### config.mk
export PLATFORM = sky130hd
export DESIGN_NAME = mei_fx_mul
export DESIGN_NICKNAME = d
export VERILOG_FILES = /design/src/sv/mei_pkg.sv /design/src/sv/mei_fx_mul.sv
export SDC_FILE = /design/constraint.sdc
export NUM_CORES = 2
export LEC_CHECK = 0
export BUFFER_PORTS_ARGS = -buffer_cell sky130_fd_sc_hd__buf_4
export CORE_ASPECT_RATIO = 0.75
export CORE_MARGIN = 2
export CORE_UTILIZATION = 30
export DETAILED_ROUTE_END_ITERATION = 10
export PLACE_DENSITY_LB_ADDON = 0.08
export SLEW_MARGIN = 40
export SYNTH_ARGS = -nofsm -noshare
export SYNTH_HDL_FRONTEND = slang
export SYNTH_SLANG_ARGS = --single-unit
### constraint.sdc
create_clock -name aclk -period 11.7 [get_ports aclk]
set_input_delay 1.755 -clock aclk [delete_from_list [all_inputs] [get_ports aclk]]
set_output_delay 1.755 -clock aclk [all_outputs]
set_load 0.05 [all_outputs]
### src/sv/mei_pkg.sv
// Shared types and constants for the escape-time iteration block.
`timescale 1ns / 1ps

package mei_pkg;

    // Field widths of the stream beats and configuration registers
    localparam int Z_W     = 64;
    localparam int CNT_W   = 31;
    localparam int SIZE_W  = 13;
    localparam int LIMIT_W = 16;
    localparam int CFG_A_W = 2;
    localparam int CFG_D_W = 16;

    // Result beat: z_real_out, z_imag_out, iter_count_out, padded to bytes
    localparam int OUT_W       = 2 * Z_W + CNT_W;
    localparam int OUT_TDATA_W = ((OUT_W + 7) / 8) * 8;

    // Escape thresholds in whole units
    localparam int ESCAPE_ABS = 1000;
    localparam int ESCAPE_SQ  = 1000000;

    localparam logic [CNT_W-1:0] COUNT_MAX = {CNT_W{1'b1}};

    // Configuration register indexes
    localparam logic [CFG_A_W-1:0] REG_IMAGE_WIDTH  = 2'd0;
    localparam logic [CFG_A_W-1:0] REG_IMAGE_HEIGHT = 2'd1;
    localparam logic [CFG_A_W-1:0] REG_STEP_LIMIT   = 2'd2;

    // Sequencer states
    typedef enum logic [3:0] {
        ST_IDLE,
        ST_DIV_X,
        ST_DIV_Y,
        ST_CHECK,
        ST_SQ_X,
        ST_SQ_Y,
        ST_TEST,
        ST_CROSS,
        ST_FINISH
    } mei_state_t;

endpackage

### src/sv/mei_fx_mul.sv
// Signed 64x64 fixed-point multiplier built from four 33x33 partial products.
`timescale 1ns / 1ps

module mei_fx_mul #(
    parameter int FRAC_BITS = 36
) (
    input  logic                        aclk,
    input  logic                        aresetn,
    input  logic                        start,
    input  logic signed [mei_pkg::Z_W-1:0] op_a,
    input  logic signed [mei_pkg::Z_W-1:0] op_b,
    output logic                        done,
    output logic [mei_pkg::Z_W-1:0]     product
);
    import mei_pkg::*;

    localparam int HALF_W = Z_W / 2;
    localparam int PART_W = 2 * (HALF_W + 1);
    localparam int ACC_W  = 2 * Z_W;

    logic                    issue_reg;
    logic                    pv_reg;
    logic                    pl_reg;
    logic                    done_reg;
    logic [1:0]              idx_reg;
    logic [1:0]              wt_reg;
    logic signed [PART_W-1:0] part_reg;
    logic [ACC_W-1:0]        acc_reg;

    logic signed [HALF_W:0]  a_part;
    logic signed [HALF_W:0]  b_part;
    logic signed [PART_W-1:0] part_next;
    logic [ACC_W-1:0]        part_ext;
    logic [ACC_W-1:0]        term;

    // Pick the operand halves: upper halves signed, lower halves unsigned
    always_comb begin
        if (idx_reg[1]) begin
            a_part = {op_a[Z_W-1], op_a[Z_W-1:HALF_W]};
        end else begin
            a_part = {1'b0, op_a[HALF_W-1:0]};
        end
        if (idx_reg[0]) begin
            b_part = {op_b[Z_W-1], op_b[Z_W-1:HALF_W]};
        end else begin
            b_part = {1'b0, op_b[HALF_W-1:0]};
        end
        part_next = a_part * b_part;
    end

    // Weight the registered partial product by its half position
    always_comb begin
        part_ext = ACC_W'(part_reg);
        case (wt_reg)
            2'd0:    term = part_ext;
            2'd1:    term = part_ext << HALF_W;
            2'd2:    term = part_ext << Z_W;
            default: term = '0;
        endcase
    end

    // Issue four partial products; each is registered and added to the accumulator in the cycle after its issue
    always_ff @(posedge aclk) begin
        if (!aresetn) begin
            issue_reg <= 1'b0;
            pv_reg    <= 1'b0;
            pl_reg    <= 1'b0;
            done_reg  <= 1'b0;
            idx_reg   <= '0;
        end else begin
            done_reg <= 1'b0;
            if (start) begin
                issue_reg <= 1'b1;
                idx_reg   <= '0;
                pv_reg    <= 1'b0;
            end else if (issue_reg) begin
                pv_reg  <= 1'b1;
                pl_reg  <= (idx_reg == 2'd3);
                idx_reg <= idx_reg + 1'b1;
                if (idx_reg == 2'd3) begin
                    issue_reg <= 1'b0;
                end
            end else begin
                pv_reg <= 1'b0;
            end
            if (pv_reg && pl_reg) begin
                done_reg <= 1'b1;
            end
        end
    end

    // Partial product and accumulator payload
    always_ff @(posedge aclk) begin
        if (issue_reg) begin
            part_reg <= part_next;
            wt_reg   <= {1'b0, idx_reg[1]} + {1'b0, idx_reg[0]};
        end
        if (start) begin
            acc_reg <= '0;
        end else if (pv_reg) begin
            acc_reg <= acc_reg + term;
        end
    end

    // Arithmetic shift right by the fraction width rounds toward minus infinity
    assign done    = done_reg;
    assign product = acc_reg[FRAC_BITS+Z_W-1:FRAC_BITS];

endmodule

# Word level (Yosys, flattened, before mapping)
# Index checks and enable logic that the tools add are counted.
dict set report word_totals {
  register_bits 202
  inputBits 131
}
dict set report classes {
  n_addsub 3
  mul 1
  eq_ne 3
  mux 8
  bitwise 2
  n_reduce_logical 4
}
# cell n
set ops {}
lappend ops {{$pmux 128 s3} 1}
lappend ops {{$add 128x128->128} 1}
lappend ops {{$mul 33x33->66} 1}
lappend ops {{$mux 33} 2}
lappend ops {{$mux 1} 5}
lappend ops {{$eq 2x2->1 const B} 2}
lappend ops {{$add 1x1->2} 1}
lappend ops {{$add 2x1->2 const B} 1}
lappend ops {{$eq 2x1->1 const B} 1}
lappend ops {{$logic_not 2->1} 1}
lappend ops {{$not 1->1} 2}
lappend ops {{$reduce_and 2->1} 1}
lappend ops {{$reduce_or 2->1} 1}
lappend ops {{$logic_and 1x1->1} 1}

# Logic depth before layout (Yosys ltp)
dict set report depth {
  word_depth 4
  ltp_mapped 35
}

# Least setup slack after synthesis
# No wires, ideal clock.
dict set report synth_path {
  path_kind {input to register}
  start {input port op_b[32] (netlist bit)}
  end {register part_reg[63], data pin}
  setup_time_ns 0.258
  t_arrival_ns 9.363
  t_required_ns 11.442
  path_slack_ns 2.079
  stages 31
  path_buffers 3
  cell_sequence {mux2i_1 clkbuf_1 clkbuf_1 nor2_1 fa_1 inv_1 fa_1 inv_1 fa_1 inv_1 fa_1 inv_1 fa_1 fa_1 fa_1 inv_1 fa_1 inv_1 ha_1 clkbuf_1 a21o_1 a21o_1 a21o_1 or4_1 o211ai_1 o211ai_1 a21o_1 a21oi_1 o31ai_1 a21oi_1 xnor2_1}
}
dict set report synth_between {
  elab_chain_cells 2
}
# item line
set synth_lines {}
lappend synth_lines {{start: declaration} mei_fx_mul.sv:11} ;# input logic signed [mei_pkg::Z_W-1:0] op_b,
lappend synth_lines {{$mux 33} mei_fx_mul.sv:43} ;# if (idx_reg[0]) begin
lappend synth_lines {{$mul 33x33->66} mei_fx_mul.sv:48} ;# part_next = a_part * b_part;
lappend synth_lines {{via part_next[63]} mei_fx_mul.sv:32} ;# logic signed [PART_W-1:0] part_next;
lappend synth_lines {{end signal: assignment} mei_fx_mul.sv:95} ;# part_reg <= part_next;
lappend synth_lines {{end: declaration} mei_fx_mul.sv:27} ;# logic signed [PART_W-1:0] part_reg;
# The timed path passes the listed nets, and every way through them passes these cells.
# A chain may end at the register's enable or synchronous reset.

# Worst setup path after layout
dict set report layout_path {
  start {input port op_a[63] (netlist bit)}
  end {register part_reg[63], data pin}
}
dict set report layout_between {
  elab_chain_cells 2
}
# item line
set layout_lines {}
lappend layout_lines {{start: declaration} mei_fx_mul.sv:10} ;# input logic signed [mei_pkg::Z_W-1:0] op_a,
lappend layout_lines {{$mux 33} mei_fx_mul.sv:38} ;# if (idx_reg[1]) begin
lappend layout_lines {{$mul 33x33->66} mei_fx_mul.sv:48}
lappend layout_lines {{via part_next[63]} mei_fx_mul.sv:32}
# The timed path passes the listed nets, and every way through them passes these cells.

==> out/results.ini <==
[floorplan]
dieWidth_microns=485
ios=196
num_rows=132
start_util=0.302
core_area_sq_mm=0.172
dieArea_sq_mm=0.177
die_y_microns=365

[global_routing]
grt_pass1_wl_mm=301
grt_max_degree=71
antenna_found_initial=10
grt_usage=0.232
grt_overflow=0
grt_pass1_vias=42800

[clocking]
cts_buffers=17
clock_sinks=174
postCtsSetupBuffers=0
clk_pin_slew_ps=80
clockBufferDepth=2
ctsHoldBuffers=0
cts_max_level=4
cts_tree=done
clock_latency_ps=470
cts-root-buf=clkbuf_16
post_cts_resize_count=0

[synth]
syn_nets=7499
synthSimpleGateAreaFrac=0.137
synth_edf_count=68
synthAdderAreaFrac=0.517
syn_area_per_cell_sq_um=8.81
synth_top_family_by_area=adder cells
seq_area_frac_synth=0.0800
syn_area_sq_mm=0.0520
synth_top_area_cell=fa_1
synth_compound_area_frac=0.0828
synth_warnings=0
synth_ff_type=dfxtp_1
yosys_register_bits=174
yosys-top-cells-area=fa_1 (44%), inv_1 (8.3%), ha_1 (7.6%)
synth_mux_area_frac=0.0418
synth-async-reset-ratio=0
synth_cells=5905
synth_cell_types=88
synth_xor_area_frac=0.0269
synth_top_area_share=0.441

[final_layout]
fill_cells=18200
area_growth_pct=9.49
nets=7496
fin_area_sq_mm=0.0570
multiInputGateArea_sq_mm=0.0424
final_core_utilization=0.330
drive_gt1_frac=0.0874
largest_reg_flops=100
regArea_sq_mm=0.00418

[route]
drcViolationCount=0
num_vias=40900
wire_per_inst_microns=25.0
ant_nets=0
drtPass1Iterations=5
vias_per_cell=4.98
routed_wl_mm=205
drtIter0Drc=3120

[sta]
worst_pin_slew_ps=944
fin_crit_ps=10300
timing.fmax_mhz=97.1
skew_ps=16.7
grt_setup_unrepaired=no
finalSetupTns_ps=0
setup-violations-final=0
drv_slew=0
relSlewSlack=0.357
hold_viol_final=0
fin_ws_ps=1400
period_share=0.880

[critical_path]
cp_data_required_time_ps=11920
cp_common_cell=fa_1
cpPeakStageDelay_ps=630
critical_path.startpoint_type=input pin
cp-end-kind=flip-flop
slowest_stage=fa_1
crit_fanout=14
setup.worst_path.class=input pin to flip-flop
critPathArrivalTime_ps=10520

[placement]
dpl.hpwl_mm=175
io_buffers=195
gp_congestion=0.894
place_area_sq_mm=0.0563
dpl_worst_slack_ps=893

[job]
maxCapViolations=0

[hold_path]
hold_path_class=flip-flop to flip-flop

[status]
status=completed

layer usage:
metal  GRT usage  vias to the layer above  wire length [microns]
met2       0.347                     1215                  87800
met4      0.0409                        8                   3710
met5     0.00134                        -                     56
met3      0.0306                      154                  12100
li1            -                    18100                      -
met1       0.359                    21400                 101000
kinds of logic (layout without fill, tap and decap cells):
| family | count (synthesis) | count (layout) |
|---|---|---|
| AOI/OAI and AO/OA | 670 | 670 |
| and+or+nand+nor | 1717 | 1717 |
| adders and majority gates | 1463 | 1463 |
| other | 0 | 4 |
| xor gates and xnor gates | 160 | 160 |
| DFF | 174 | 174 |
| muxes | 210 | 210 |
| buffers and inverters | 1511 | 1521 |
worst max-delay path, delay by kind of cell:
family	cells	cell delay (ps)
XOR/XNOR	1	130
AND/OR/NAND/NOR	6	1240
buffers and inverters	7	1070
adder cells (fa/ha/maj)	9	4700
AO/OA/AOI/OAI	7	1630
path summary, 6_finish.rpt:
path	start	to	slack, ps	depth (start not counted)
max	op_a[63]	part_reg[63]	1400	30
min	acc_reg[89]	acc_reg[89]	480	2
max reg2reg	idx_reg[0]	part_reg[63]	1670	29
min reg2reg	acc_reg[89]	acc_reg[89]	480	2
synth_stat cells (23+ instances only):
library cell / number
o21bai_1: 35
xnor2_1: 105
o21a_1: 27
ha_1: 316
edfxtp_1: 68
and2_1: 45
o21ai_0: 122
nor3_1: 30
mux2_2: 53
nand3_1: 42
fa_1: 1147
nor2b_1: 23
nand4_1: 54
mux2i_1: 152
nand2b_1: 25
clkbuf_1: 244
xor2_1: 55
inv_1: 1150
buf_4: 69
a21oi_1: 222
a21o_1: 88
nand2_1: 670
nor2_1: 764
dfxtp_1: 106
buf_1: 30
layout make-up:
type / count / share of cell area
diodes: 4 / 0.000176
well taps: 2278 / 0.0500
inverters: 1151 / 0.0758
flip-flops and latches: 174 / 0.0734
repair buffers: 338 / 0.0458
multi-input cells: 4220 / 0.745
clock inverters: 14 / 0.00246
clock buffers: 18 / 0.00753
placed cells by master, fill, tap and decap left out, types with 15 or more instances in the layout:
cell type  Yosys  layout
mux2i_4        0      33
nor2b_1       23      21
xnor2_1      105     105
nand2_1      670     670
nor3_1        30      30
clkbuf_16      0      17
o21ai_1       17      20
dfxtp_1      106     102
buf_4         69     328
o21ai_0      122     118
edfxtp_1      68      68
a21o_1        88      88
nand4_1       54      54
o21a_1        27      27
inv_1       1150    1150
fa_1        1147    1147
and3_1        15      15
mux2_2        53      52
a211oi_1      18      18
nand3_1       42      42
nand2b_1      25      24
o211ai_1      15      15
mux2i_2        0      21
a21oi_1      222     222
o21bai_1      35      35
and2_1        45      45
ha_1         316     316
mux2i_1      152      98
a31oi_1       20      20
nor2_1       764     763
xor2_1        55      55
through the flow:
stage | cells | hold slack, ps
final | 8197 | 484
after floorplan | 5905 | 432
after CTS | 8191 | 486
after detailed placement | 8159 | 474
after global routing | 8193 | 514
after global placement | 8154 | 450
Power is not shown: default switching activity piles up to over one toggle a cycle in this logic, so the estimate is an artifact.
