<file path="src/sv/mei_pkg.sv">
// Shared types and constants for the escape-time iteration block.
`timescale 1ns / 1ps

package mei_pkg;

    // Field widths of the stream beats and configuration registers
    localparam int Z_W     = 64;
    localparam int CNT_W   = 31;
    localparam int SIZE_W  = 13;
    localparam int LIMIT_W = 16;
    localparam int CFG_A_W = 2;
    localparam int CFG_D_W = 16;

    // Result beat: z_real_out, z_imag_out, iter_count_out, padded to bytes
    localparam int OUT_W       = 2 * Z_W + CNT_W;
    localparam int OUT_TDATA_W = ((OUT_W + 7) / 8) * 8;

    // Escape thresholds in whole units
    localparam int ESCAPE_ABS = 1000;
    localparam int ESCAPE_SQ  = 1000000;

    localparam logic [CNT_W-1:0] COUNT_MAX = {CNT_W{1'b1}};

    // Configuration register indexes
    localparam logic [CFG_A_W-1:0] REG_IMAGE_WIDTH  = 2'd0;
    localparam logic [CFG_A_W-1:0] REG_IMAGE_HEIGHT = 2'd1;
    localparam logic [CFG_A_W-1:0] REG_STEP_LIMIT   = 2'd2;

    // Sequencer states
    typedef enum logic [3:0] {
        ST_IDLE,
        ST_DIV_X,
        ST_DIV_Y,
        ST_CHECK,
        ST_SQ_X,
        ST_SQ_Y,
        ST_TEST,
        ST_CROSS,
        ST_FINISH
    } mei_state_t;

endpackage

</file>
<file path="src/sv/mei_div.sv">
// Restoring unsigned divider, one quotient bit per cycle.
`timescale 1ns / 1ps

module mei_div #(
    parameter int NUM_W = 50,
    parameter int DEN_W = 13
) (
    input  logic             aclk,
    input  logic             aresetn,
    input  logic             start,
    input  logic [NUM_W-1:0] num,
    input  logic [DEN_W-1:0] den,
    output logic             done,
    output logic [NUM_W-1:0] quot
);
    import mei_pkg::*;

    localparam int CNT_BITS = $clog2(NUM_W + 1);

    logic                busy_reg;
    logic                done_reg;
    logic [CNT_BITS-1:0] cnt_reg;
    logic [NUM_W-1:0]    quo_reg;
    logic [DEN_W-1:0]    rem_reg;
    logic [DEN_W-1:0]    den_reg;

    logic [DEN_W:0]      trial;
    logic                q_bit;
    logic [DEN_W-1:0]    rem_next;
    logic [NUM_W-1:0]    quo_next;

    // Shift in the next dividend bit and subtract the divisor when it fits
    always_comb begin
        trial = {rem_reg, quo_reg[NUM_W-1]};
        q_bit = (trial >= {1'b0, den_reg});
        if (q_bit) begin
            rem_next = DEN_W'(trial - {1'b0, den_reg});
        end else begin
            rem_next = trial[DEN_W-1:0];
        end
        quo_next = {quo_reg[NUM_W-2:0], q_bit};
    end

    // Step counter and busy/done control
    always_ff @(posedge aclk) begin
        if (!aresetn) begin
            busy_reg <= 1'b0;
            done_reg <= 1'b0;
            cnt_reg  <= '0;
        end else begin
            done_reg <= 1'b0;
            if (start) begin
                busy_reg <= 1'b1;
                cnt_reg  <= CNT_BITS'(NUM_W);
            end else if (busy_reg) begin
                cnt_reg <= cnt_reg - 1'b1;
                if (cnt_reg == CNT_BITS'(1)) begin
                    busy_reg <= 1'b0;
                    done_reg <= 1'b1;
                end
            end
        end
    end

    // Dividend, remainder and divisor registers
    always_ff @(posedge aclk) begin
        if (start) begin
            quo_reg <= num;
            rem_reg <= '0;
            den_reg <= den;
        end else if (busy_reg) begin
            quo_reg <= quo_next;
            rem_reg <= rem_next;
        end
    end

    assign done = done_reg;
    assign quot = quo_reg;

endmodule

</file>
<file path="config.mk">
export PLATFORM = sky130hd
export DESIGN_NAME = mei_div
export DESIGN_NICKNAME = d
export VERILOG_FILES = /design/src/sv/mei_pkg.sv /design/src/sv/mei_div.sv
export SDC_FILE = /design/constraint.sdc
export NUM_CORES = 1
export LEC_CHECK = 0
export BUFFER_PORTS_ARGS = -buffer_cell sky130_fd_sc_hd__buf_4
export CORE_UTILIZATION = 35
export CTS_BUF_LIST = sky130_fd_sc_hd__clkbuf_16
export DETAILED_ROUTE_END_ITERATION = 8
export GPL_TIMING_DRIVEN = 0
export HOLD_SLACK_MARGIN = 0.02
export PLACE_DENSITY_LB_ADDON = 0.1
export SLEW_MARGIN = 20
export SYNTH_ARGS = -nofsm -noshare
export SYNTH_HDL_FRONTEND = slang
export SYNTH_SLANG_ARGS = --single-unit
</file>
<file path="constraint.sdc">
create_clock -name aclk -period 3.28 [get_ports aclk]
set_clock_uncertainty 0.2 [all_clocks]
set_input_delay 0.492 -clock aclk [delete_from_list [all_inputs] [get_ports aclk]]
set_output_delay 0.492 -clock aclk [all_outputs]
set_load 0.05 [all_outputs]
</file>
; ---- Word-level counts from Yosys, hierarchy flattened
; Cells that the tools add are included.
[op_classes]
addsub = 2
magnitude_cmp = 1
eq_ne = 1
mux = 9
bitwise_logic = 2
reduce_logical = 3
[ops]
columns = operator, count
row1 = 50-bit two-way mux, 2
row2 = 14-bit by 13-bit greater-or-equal comparator with 1-bit output, 1
row3 = 13-bit two-way mux, 1
row4 = 13-bit subtractor, 1
row5 = 6-bit two-way mux, 2
row6 = "6-bit by 1-bit equality test with 1-bit output, second input constant", 1
row7 = "6-bit by 1-bit subtractor with 6-bit output, second input constant", 1
row8 = 1-bit two-way mux, 4
row9 = 3-bit OR reduction, 1
row10 = 1-bit NOT, 2
row11 = 2-bit nonzero test, 1
row12 = 2-bit OR reduction, 1
[word_totals]
reg_bits = 84
word_cells = 25

; ---- Longest topological paths before layout
; Gate-level depths: netlist (run 1).
[logic_depth]
depth_word = 4
ltp_mapped = 11

; ---- Worst setup path before layout (run 1)
; No wires, ideal clock.
[synth_path]
path_type = reg2reg
from = register quo_reg[49] (netlist: quot[49])
to = register quo_reg[0] (netlist: quot[0]) (data pin)
setup_time_ns = 0.260
arrival_time_ns = 2.466
path_slack_ns = 0.354
path_stages_with_launch = 11
n_path_buf = 0
synth_period_minus_slack_ns = 2.926
path_cell_list = edfxtp_1 inv_1 ha_1 inv_1 fa_1 a211oi_1 o21ai_0 a21oi_1 a21o_2 nand2_1 mux2_2
[synth_between]
elab_chain_len = 3
[synth_rtl]
columns = element, line
row1 = from (decl), mei_div.sv:23  ; logic [NUM_W-1:0] quo_reg;
row2 = from (signal assigned), mei_div.sv:68  ; quo_reg <= num;
row3 = from (signal assigned), mei_div.sv:72  ; quo_reg <= quo_next;
row4 = 14-bit by 13-bit greater-or-equal comparator with 1-bit output, mei_div.sv:35  ; q_bit = (trial >= {1'b0, den_reg});
row5 = 50-bit two-way mux, mei_div.sv:71  ; end else if (busy_reg) begin
row6 = 50-bit two-way mux, mei_div.sv:67  ; if (start) begin
; No other way between the ends. The select of a mux whose other input is x is not followed.
; A chain may end at the register's enable or synchronous reset.

; ---- Final worst setup path (run 1)
; Ends and elaborated chain as after synthesis.

==> flow_summary.toml, run 1 <==
[cells_and_area]
fillCellCount = 1072
seq_area_sq_mm = 0.002312
drive_above_1_share_pct = 43.63
antenna_cells = 0
area_delta_synth_final_pct = 31.48
largest_reg_flops = 50
nets = 541
multi_input_area_sq_mm = 0.001728

[synthesis]
syn_inst = 332
ys_warn_count = 0
synth_area_sq_mm = 0.004202
synth.top_cell.area_share_pct = 45.03
ys_seq_area_share_pct = 55.03
ys.flop_type = "edfxtp_1"
synth_area_leaders = "edfxtp_1 45%, mux2_2 14%, dfxtp_1 10%"
yosysTopAreaCell = "edfxtp_1"
synth_edf_count = 63
synth-seq-cells = 84
synth.distinct_cells = 54
synth_area_per_cell_sq_um = 12.66
synthesis.nets = 414
async_flop_share_pct = 0

[die]
start_util_pct = 36.33
die_w_um = 111.6
fp-row-count = 39
core-area_sq_mm = 0.01156
ios = 117
die_area_sq_mm = 0.01245
dieHeight_um = 111.6

[sta]
holdWs_ns = 0.1213
tightest_slew_ns = 0.6873
relSlewSlack_pct = 54.18
finalCritPeriodShare_pct = 91.02
finalHoldViolations = 0
min_period_ns = 2.985
setup_tns_ns = 0
timing.final.ws_setup_ns = 0.2947
grt_setup_unrepaired = "no"
clock.fmax_mhz = 335.0
finalSetupViolCount = 0
slew_violations = 0

[global_route]
grt_max_degree = 51
track_usage_pct = 16.07
first_global_vias = 3169
grt_overflow = 0
grt_first_pass_wirelength_um = 15630
grt_antenna_before_repair = 0

[cts]
cts_root_buffer = "clkbuf_16"
htreeDepth = 3
postCtsHoldBufs = 0
post-cts-setup-buffers = 0
worst_skew_pair.late_latency_ns = 0.35
cts.sinks = 84
numCtsBuffers = 9
clk_path_buf_depth = 2
cts.clk_slew.worst_paths_ns = 0.06
cts_tree = "built"
cts_resized = 0

[min_path]
min_path_type = "input pin to flop"

[place]
io_buffers = 116
dp_hpwl_um = 6687
place_ws_ns = 0.3112
gp_congestion = 0.7595

[power]
power_leakage_uw = 0.002287
cellPowerDensity_mw_per_mm2 = 561.9
finalPower_uw = 3104
vdd_drop_max_uv = 392.1

[detailed_routing]
dr.pass1.iters = 8
drtIter0Drc = 105
wl_um = 9466
ant_nets = 0
drt-vias-per-instance = 5.074
wl_per_cell_um = 15.62
drc = 2
num_vias = 3075

[run_status]
outcome = "complete, but fails checks"
violations = "design-rule violations"

[run]
cap_violations = 0

[critical_path]
worstPathRequired_ns = 3.18
worst-setup-path-type = "flop to flop"
cp_data_arrival_time_ns = 2.88
end_kind = "flop"
crit_fanout = 4
worst_setup_path_start_kind = "flop"
-- layout by cell type, fill, tap and decap left out, types with 8 or more instances in the layout --
cell       instances
a21oi_1           11
a311oi_1           8
buf_4            116
clkbuf_16          9
dfxtp_1           21
edfxtp_1          63
ha_1              15
inv_1             20
mux2_2            51
nand2_1           11
nand3_1           16
nor2_1            19
xnor2_1            9
-- report_power, final --
| group | leakage (uW) | internal [uW] | switching [uW] | total, uW |
|---|---|---|---|---|
| Clock | 0.000133 | 508 | 419 | 928 |
| Sequential | 0.000804 | 1270 | 61.7 | 1330 |
| Combinational | 0.00135 | 334 | 512 | 846 |
| Total | 0.00229 | 2110 | 993 | 3100 |
-- worst max-delay path, stage by stage (launching register included) --
cell	delay, ns
edfxtp_1	0.41
inv_1	0.08
ha_1	0.17
inv_1	0.06
fa_1	0.42
a211oi_1	0.25
o21ai_0	0.21
a21oi_1	0.33
a21o_2	0.23
nand2_1	0.09
mux2_2	0.30
-- area by class of cell --
| type | count | share of cell area [%] |
|---|---|---|
| Sequential cell | 84 | 41.86 |
| Multi-Input combinational cell | 214 | 31.28 |
| Timing Repair Buffer | 116 | 15.76 |
| Clock buffer | 9 | 4.077 |
| Tap cell | 143 | 3.239 |
| Buffer | 14 | 1.699 |
| Inverter | 20 | 1.359 |
| Clock inverter | 6 | 0.7248 |
-- Yosys cell counts, types with 2 or more instances --
| cell | n |
|---|---|
| nor4_1 | 2 |
| dlygate4sd3_1 | 2 |
| a211oi_1 | 2 |
| a311oi_2 | 3 |
| a21oi_1 | 11 |
| nand2_1 | 12 |
| o21ai_1 | 7 |
| mux2_2 | 51 |
| nor3_1 | 5 |
| buf_2 | 2 |
| a31oi_1 | 2 |
| o21ai_0 | 7 |
| o22ai_1 | 2 |
| dfxtp_1 | 21 |
| xor2_1 | 4 |
| buf_1 | 3 |
| a31o_2 | 2 |
| xnor2_1 | 9 |
| edfxtp_1 | 63 |
| or2_2 | 2 |
| a21boi_0 | 2 |
| a21o_1 | 5 |
| nor2b_1 | 4 |
| nand3_1 | 16 |
| nor2_1 | 19 |
| a2111o_1 | 2 |
| a311oi_1 | 8 |
| clkbuf_1 | 3 |
| ha_1 | 15 |
| inv_1 | 20 |
| buf_6 | 3 |
-- stage by stage --
| step | utilization, % | std cells | cell area (sq um) |
|---|---|---|---|
| final | 47.77 | 606 | 5524 |
| after CTS | 47.77 | 606 | 5524 |
| after global placement | 45.41 | 591 | 5251 |
| after detailed placement | 45.47 | 591 | 5259 |
| after global routing | 47.77 | 606 | 5524 |
| after floorplan | - | 332 | 4202 |
-- kinds of logic after synthesis --
family	synth area share [%]
DFF	55.03
adders and majority gates	4.943
and+or+nand+nor	8.190
buffers and inverters	4.020
xor gates and xnor gates	2.710
AOI/OAI and AO/OA	11.20
muxes	13.91
-- per-layer routing --
layer / wire (um) / GRT usage [%] / part of all wire (%) / vias up
met5: 0 / 0 / 0 / -
met4: 133 / 5.766 / 1.4 / 0
met3: 708 / 6.913 / 7.5 / 15
met2: 4388 / 25.58 / 46 / 87
met1: 4236 / 19.39 / 45 / 1460
li1: - / - / - / 1513
-- final timing paths --
path	start	to	slack, ns	cells past startpoint
min reg2reg	rem_reg[7]$_SDFFE_PP0P_	rem_reg[7]$_SDFFE_PP0P_	0.30	2
max	quot[49]$_DFFE_PP_	quot[0]$_DFFE_PP_	0.29	10
max reg2reg	quot[49]$_DFFE_PP_	quot[0]$_DFFE_PP_	0.29	10
min	den[1]	den_reg[1]$_DFFE_PP_	0.12	1
(Power assumes the default switching activity.)
==> inputs of run 2 (changes only) <==
--- a/config.mk
+++ b/config.mk
@@ -11,7 +11,6 @@
 export DETAILED_ROUTE_END_ITERATION = 8
 export GPL_TIMING_DRIVEN = 0
 export HOLD_SLACK_MARGIN = 0.02
-export PLACE_DENSITY_LB_ADDON = 0.1
 export SLEW_MARGIN = 20
 export SYNTH_ARGS = -nofsm -noshare
 export SYNTH_HDL_FRONTEND = slang
==> constraint.sdc (replaced) <==
create_clock -name aclk -period 3.09 [get_ports aclk]
set_clock_uncertainty 0.2 [all_clocks]
set_input_delay 0.4635 -clock aclk [delete_from_list [all_inputs] [get_ports aclk]]
set_output_delay 0.4635 -clock aclk [all_outputs]
set_load 0.02 [all_outputs]
==> flow_summary.toml, run 2 (synthesis gave the netlist of run 1 again) <==
[run_status]
outcome = "complete, but fails checks"
violations = "design-rule violations"

[power]
cellPowerDensity_mw_per_mm2 = 579.9
power_leakage_uw = 0.002300
vdd_drop_max_uv = 320.3

[cts]
cts_tree = "built"
htreeDepth = 3
cts.sinks = 84
cts.clk_slew.worst_paths_ns = 0.06
cts_root_buffer = "clkbuf_16"
worst_skew_pair.late_latency_ns = 0.34
clk_path_buf_depth = 2
post-cts-setup-buffers = 0
postCtsHoldBufs = 0
numCtsBuffers = 9
cts_resized = 0

[place]
gp_congestion = 0.8053
io_buffers = 116
dp_hpwl_um = 6845
place_ws_ns = 0.1295
dpl-instance-area_sq_mm = 0.005259

[critical_path]
slowest_stage = "edfxtp_1"
path_common_cell = "inv_1"
path_depth = 10
r2r_start = "quot[49]$_DFFE_PP_"
cp-startpoint = "quot[49]$_DFFE_PP_"
critical_path.top_delay_family = "compound AO/OA/AOI/OAI gates"
worst_setup_path_start_kind = "flop"
worst-setup-path-type = "flop to flop"
slowest_delay_ns = 0.42
cp_data_arrival_time_ns = 2.77
timing.rr.end = "quot[0]$_DFFE_PP_"
cp_cell_sequence = "inv_1 > ha_1 > inv_1 > fa_1 > a211oi_1 > o21ai_0 > a21oi_2 > a21o_2 > nand2_1 > mux2_2"
reg2reg_slack_ns = 0.21
endpoint = "quot[0]$_DFFE_PP_"
crit_fanout = 4
worstPathRequired_ns = 2.98
reg2reg_depth = 10
crit_buf_inv = 2
end_kind = "flop"

[die]
ios = 117
die_area_sq_mm = 0.01245
fp-row-count = 39
die_w_um = 111.6
start_util_pct = 36.33
core-area_sq_mm = 0.01156
dieHeight_um = 111.6

[sta]
timing.final.ws_setup_ns = 0.2080
slew_violations = 0
finalHoldViolations = 0
finalSetupViolCount = 0
finalCritPeriodShare_pct = 93.27
tightest_slew_ns = 0.6771
clock.fmax_mhz = 347.0
min_period_ns = 2.882
grt_setup_unrepaired = "no"
relSlewSlack_pct = 54.86

[cells_and_area]
mostFrequentLayoutCell = "buf_4"
drive_above_1_share_pct = 43.75
area_delta_synth_final_pct = 32.22
seq_area_sq_mm = 0.002312
multi_input_area_sq_mm = 0.001732
final_cell_mix = "116 x buf_4, 63 x edfxtp_1, 51 x mux2_2"
largest_reg_flops = 50
final_area_sq_mm = 0.005555
fillCellCount = 1056
nets = 541
antenna_cells = 0

[detailed_routing]
drc = 2
wl_per_cell_um = 15.85
num_vias = 3109
drtIter0Drc = 133
ant_nets = 0
dr.pass1.iters = 6
drt-vias-per-instance = 5.122
wl_um = 9618

[global_route]
grt_overflow = 0
grt_antenna_before_repair = 0
grt_first_pass_wirelength_um = 15720
first_global_vias = 3223
grt_max_degree = 51
track_usage_pct = 16.34

[run]
cap_violations = 0

[min_path]
min_path_type = "input pin to flop"
## run 2: cell types whose count changed in the layout (fill, tap and decap cells not counted)
| cell | delta |
|---|---|
| clkinv_2 | -1 |
| clkinv_4 | -2 |
| inv_1 | +1 |
| clkinvlp_4 | +1 |
| inv_6 | +1 |
| a21oi_2 | +1 |
| a21oi_1 | -1 |
| bufinv_16 | +1 |
## run 2: layout make-up
type                            count  area share (%)
Buffer                             14           1.689
Clock inverter                      7           1.216
Sequential cell                    84           41.62
Inverter                           20           1.351
Timing Repair Buffer              116           15.68
Clock buffer                        9           4.054
Tap cell                          143           3.221
Multi-Input combinational cell    214           31.17
## run 2: metrics by stage
stage / TNS [ns] / hold slack, ns / power (uW) / utilization [%] / instances
floorplan: 0 / 0.2774 / 1896 / - / 332
finish: 0 / 0.09374 / 3221 / 48.04 / 607
CTS: 0 / 0.07650 / 3263 / 48.00 / 607
detailed placement: 0 / 0.2982 / 2169 / 45.47 / 591
global route: 0 / 0.07769 / 3380 / 48.04 / 607
global placement: -9.600 / 0.2980 / 2162 / 45.41 / 591
## run 2: power breakdown
| group | leakage, uW | switching (uW) | internal (uW) | total (uW) |
|---|---|---|---|---|
| Combinational | 0.00135 | 384 | 352 | 736 |
| Clock | 0.000145 | 448 | 625 | 1070 |
| Sequential | 0.000804 | 66.0 | 1350 | 1410 |
## run 2: layer usage
| layer | part of all wire [%] | GRT usage [%] | vias to the layer above |
|---|---|---|---|
| li1 | - | - | 1512 |
| met1 | 43 | 19.63 | 1472 |
| met2 | 46 | 25.71 | 112 |
| met3 | 9.4 | 7.458 | 13 |
| met4 | 1.5 | 6.036 | 0 |
| met5 | 0 | 0 | - |
## run 2: worst reg2reg max path: stages, from the launching register on
cell and delay [ns]:
edfxtp_1 0.42, inv_1 0.08, ha_1 0.17, inv_1 0.06
fa_1 0.41, a211oi_1 0.23, o21ai_0 0.20, a21oi_2 0.26
a21o_2 0.21, nand2_1 0.10, mux2_2 0.29
## run 2: how the worst min path moves through the flow
stage / startpoint / to / cells after the start
finish: den[5] / den_reg[5]$_DFFE_PP_ / 1
global route: den[3] / den_reg[3]$_DFFE_PP_ / 1
CTS: den[5] / den_reg[5]$_DFFE_PP_ / 1
detailed placement: rem_reg[4]$_SDFFE_PP0P_ / rem_reg[5]$_SDFFE_PP0P_ / 2
global placement: rem_reg[5]$_SDFFE_PP0P_ / rem_reg[6]$_SDFFE_PP0P_ / 2
floorplan: rem_reg[1]$_SDFFE_PP0P_ / rem_reg[1]$_SDFFE_PP0P_ / 2
==> inputs of run 3 (changes only) <==
--- a/config.mk
+++ b/config.mk
@@ -11,6 +11,8 @@
 export DETAILED_ROUTE_END_ITERATION = 8
 export GPL_TIMING_DRIVEN = 0
 export HOLD_SLACK_MARGIN = 0.02
+export PLACE_DENSITY_LB_ADDON = 0.05
+export SKIP_CTS_REPAIR_TIMING = 1
 export SLEW_MARGIN = 20
 export SYNTH_ARGS = -nofsm -noshare
 export SYNTH_HDL_FRONTEND = slang
==> flow_summary.toml, run 3 (synthesis gave the netlist of run 1 again) <==
[place]
gp_congestion = 0.7419
dp_hpwl_um = 6685
io_buffers = 116

[critical_path]
worst-setup-path-type = "flop to flop"
reg2reg_slack_ns = 0.19
r2r_start = "quot[49]$_DFFE_PP_"
crit_fanout = 4
cp_data_arrival_time_ns = 2.78
worst_setup_path_start_kind = "flop"
slowest_stage = "fa_1"
path_depth = 10
reg2reg_depth = 10
worstPathRequired_ns = 2.97
end_kind = "flop"
timing.rr.end = "quot[0]$_DFFE_PP_"
cp_cell_sequence = "inv_1 > ha_1 > inv_1 > fa_1 > a211oi_1 > o21ai_0 > a21oi_2 > a21o_2 > nand2_1 > mux2_2"
crit_buf_inv = 2
slowest_delay_ns = 0.42
critical_path.top_delay_family = "compound AO/OA/AOI/OAI gates"
path_common_cell = "inv_1"

[global_route]
grt_antenna_before_repair = 0
grt_first_pass_wirelength_um = 15350
grt_overflow = 0
first_global_vias = 3079
grt_max_degree = 51
track_usage_pct = 15.96

[run_status]
outcome = "complete, but fails checks"
violations = "design-rule violations"

[cells_and_area]
largest_reg_flops = 50
area_delta_synth_final_pct = 31.45
nets = 541
drive_above_1_share_pct = 43.75
final_cell_mix = "116 x buf_4, 63 x edfxtp_1, 51 x mux2_2"
mostFrequentLayoutCell = "buf_4"
antenna_cells = 0
utilization_pct = 47.76

[min_path]
holdPathEnd = "den_reg[4]$_DFFE_PP_"
worstHoldStart = "den[4]"
min_path_cells = 1
min_path_type = "input pin to flop"

[sta]
finalHoldViolations = 0
clock.fmax_mhz = 345.2
relSlewSlack_pct = 54.97
grt_setup_unrepaired = "no"
finalCritPeriodShare_pct = 93.75
finalSetupViolCount = 0
tightest_slew_ns = 0.6755
min_period_ns = 2.897
holdWs_ns = 0.09675
slew_violations = 0

[die]
core-area_sq_mm = 0.01156
die_w_um = 111.6
fp-row-count = 39
die_area_sq_mm = 0.01245
ios = 117
start_util_pct = 36.33
dieHeight_um = 111.6

[cts]
worst_skew_pair.late_latency_ns = 0.34
cts_tree = "built"
cts.clk_slew.worst_paths_ns = 0.06
htreeDepth = 3
cts_root_buffer = "clkbuf_16"
cts.sinks = 84
clk_path_buf_depth = 2
numCtsBuffers = 9

[power]
cellPowerDensity_mw_per_mm2 = 563.4
finalPower_uw = 3111
vdd_drop_max_uv = 278.6
power_leakage_uw = 0.002288

[detailed_routing]
drtIter0Drc = 128
ant_nets = 0
wl_um = 9368
dr.pass1.iters = 8
drt-vias-per-instance = 5.016
wl_per_cell_um = 15.43
num_vias = 3045
drc = 2

[run]
cap_violations = 0
-- run 3: area by class of cell --
type                            instances  area, sq um
Fill cell                            1076         6042
Sequential cell                        84         2312
Multi-Input combinational cell        214         1732
Timing Repair Buffer                  116        870.8
Clock buffer                            9        225.2
Tap cell                              143        178.9
Buffer                                 14        93.84
Inverter                               20        75.07
Clock inverter                          7        35.03
-- run 3: worst register-to-register path: stages, from the launching register on --
cell	delay [ns]
edfxtp_1	0.41
inv_1	0.08
ha_1	0.18
inv_1	0.06
fa_1	0.42
a211oi_1	0.24
o21ai_0	0.21
a21oi_2	0.25
a21o_2	0.20
nand2_1	0.10
mux2_2	0.30
-- run 3: per-stage QoR --
stage | std cells | cell area, sq um | setup slack [ns] | setup TNS (ns)
final | 607 | 5523 | 0.1931 | 0
after global routing | 607 | 5523 | 0.007985 | 0
after CTS | 607 | 5519 | 0.1054 | 0
after detailed placement | 591 | 5259 | 0.1188 | 0
after global placement | 591 | 5251 | -0.2483 | -12.19
after floorplan | 332 | 4202 | 0.3146 | 0
-- run 3: worst max path at each step --
| stage | startpoint | end | slack [ns] |
|---|---|---|---|
| floorplan | quot[49]$_DFFE_PP_ | quot[0]$_DFFE_PP_ | 0.31 |
| global placement | start | quot[8]$_DFFE_PP_ | -0.25 |
| detailed placement | quot[49]$_DFFE_PP_ | quot[0]$_DFFE_PP_ | 0.12 |
| CTS | quot[49]$_DFFE_PP_ | quot[0]$_DFFE_PP_ | 0.11 |
| global route | quot[49]$_DFFE_PP_ | rem_reg[3]$_SDFFE_PP0P_ | 0.008 |
| finish | quot[49]$_DFFE_PP_ | quot[0]$_DFFE_PP_ | 0.19 |
-- run 3: layer usage --
metal	share of wire (%)	GRT usage, %
met1	45	19.78
met2	45	24.54
met3	7.8	5.879
met4	1.9	7.838
met5	0	0
-- run 3: power by group --
part / internal [uW] / total, uW / switching (uW)
Combinational: 352 / 734 / 382
Sequential: 1350 / 1410 / 64.7
Clock: 533 / 965 / 433
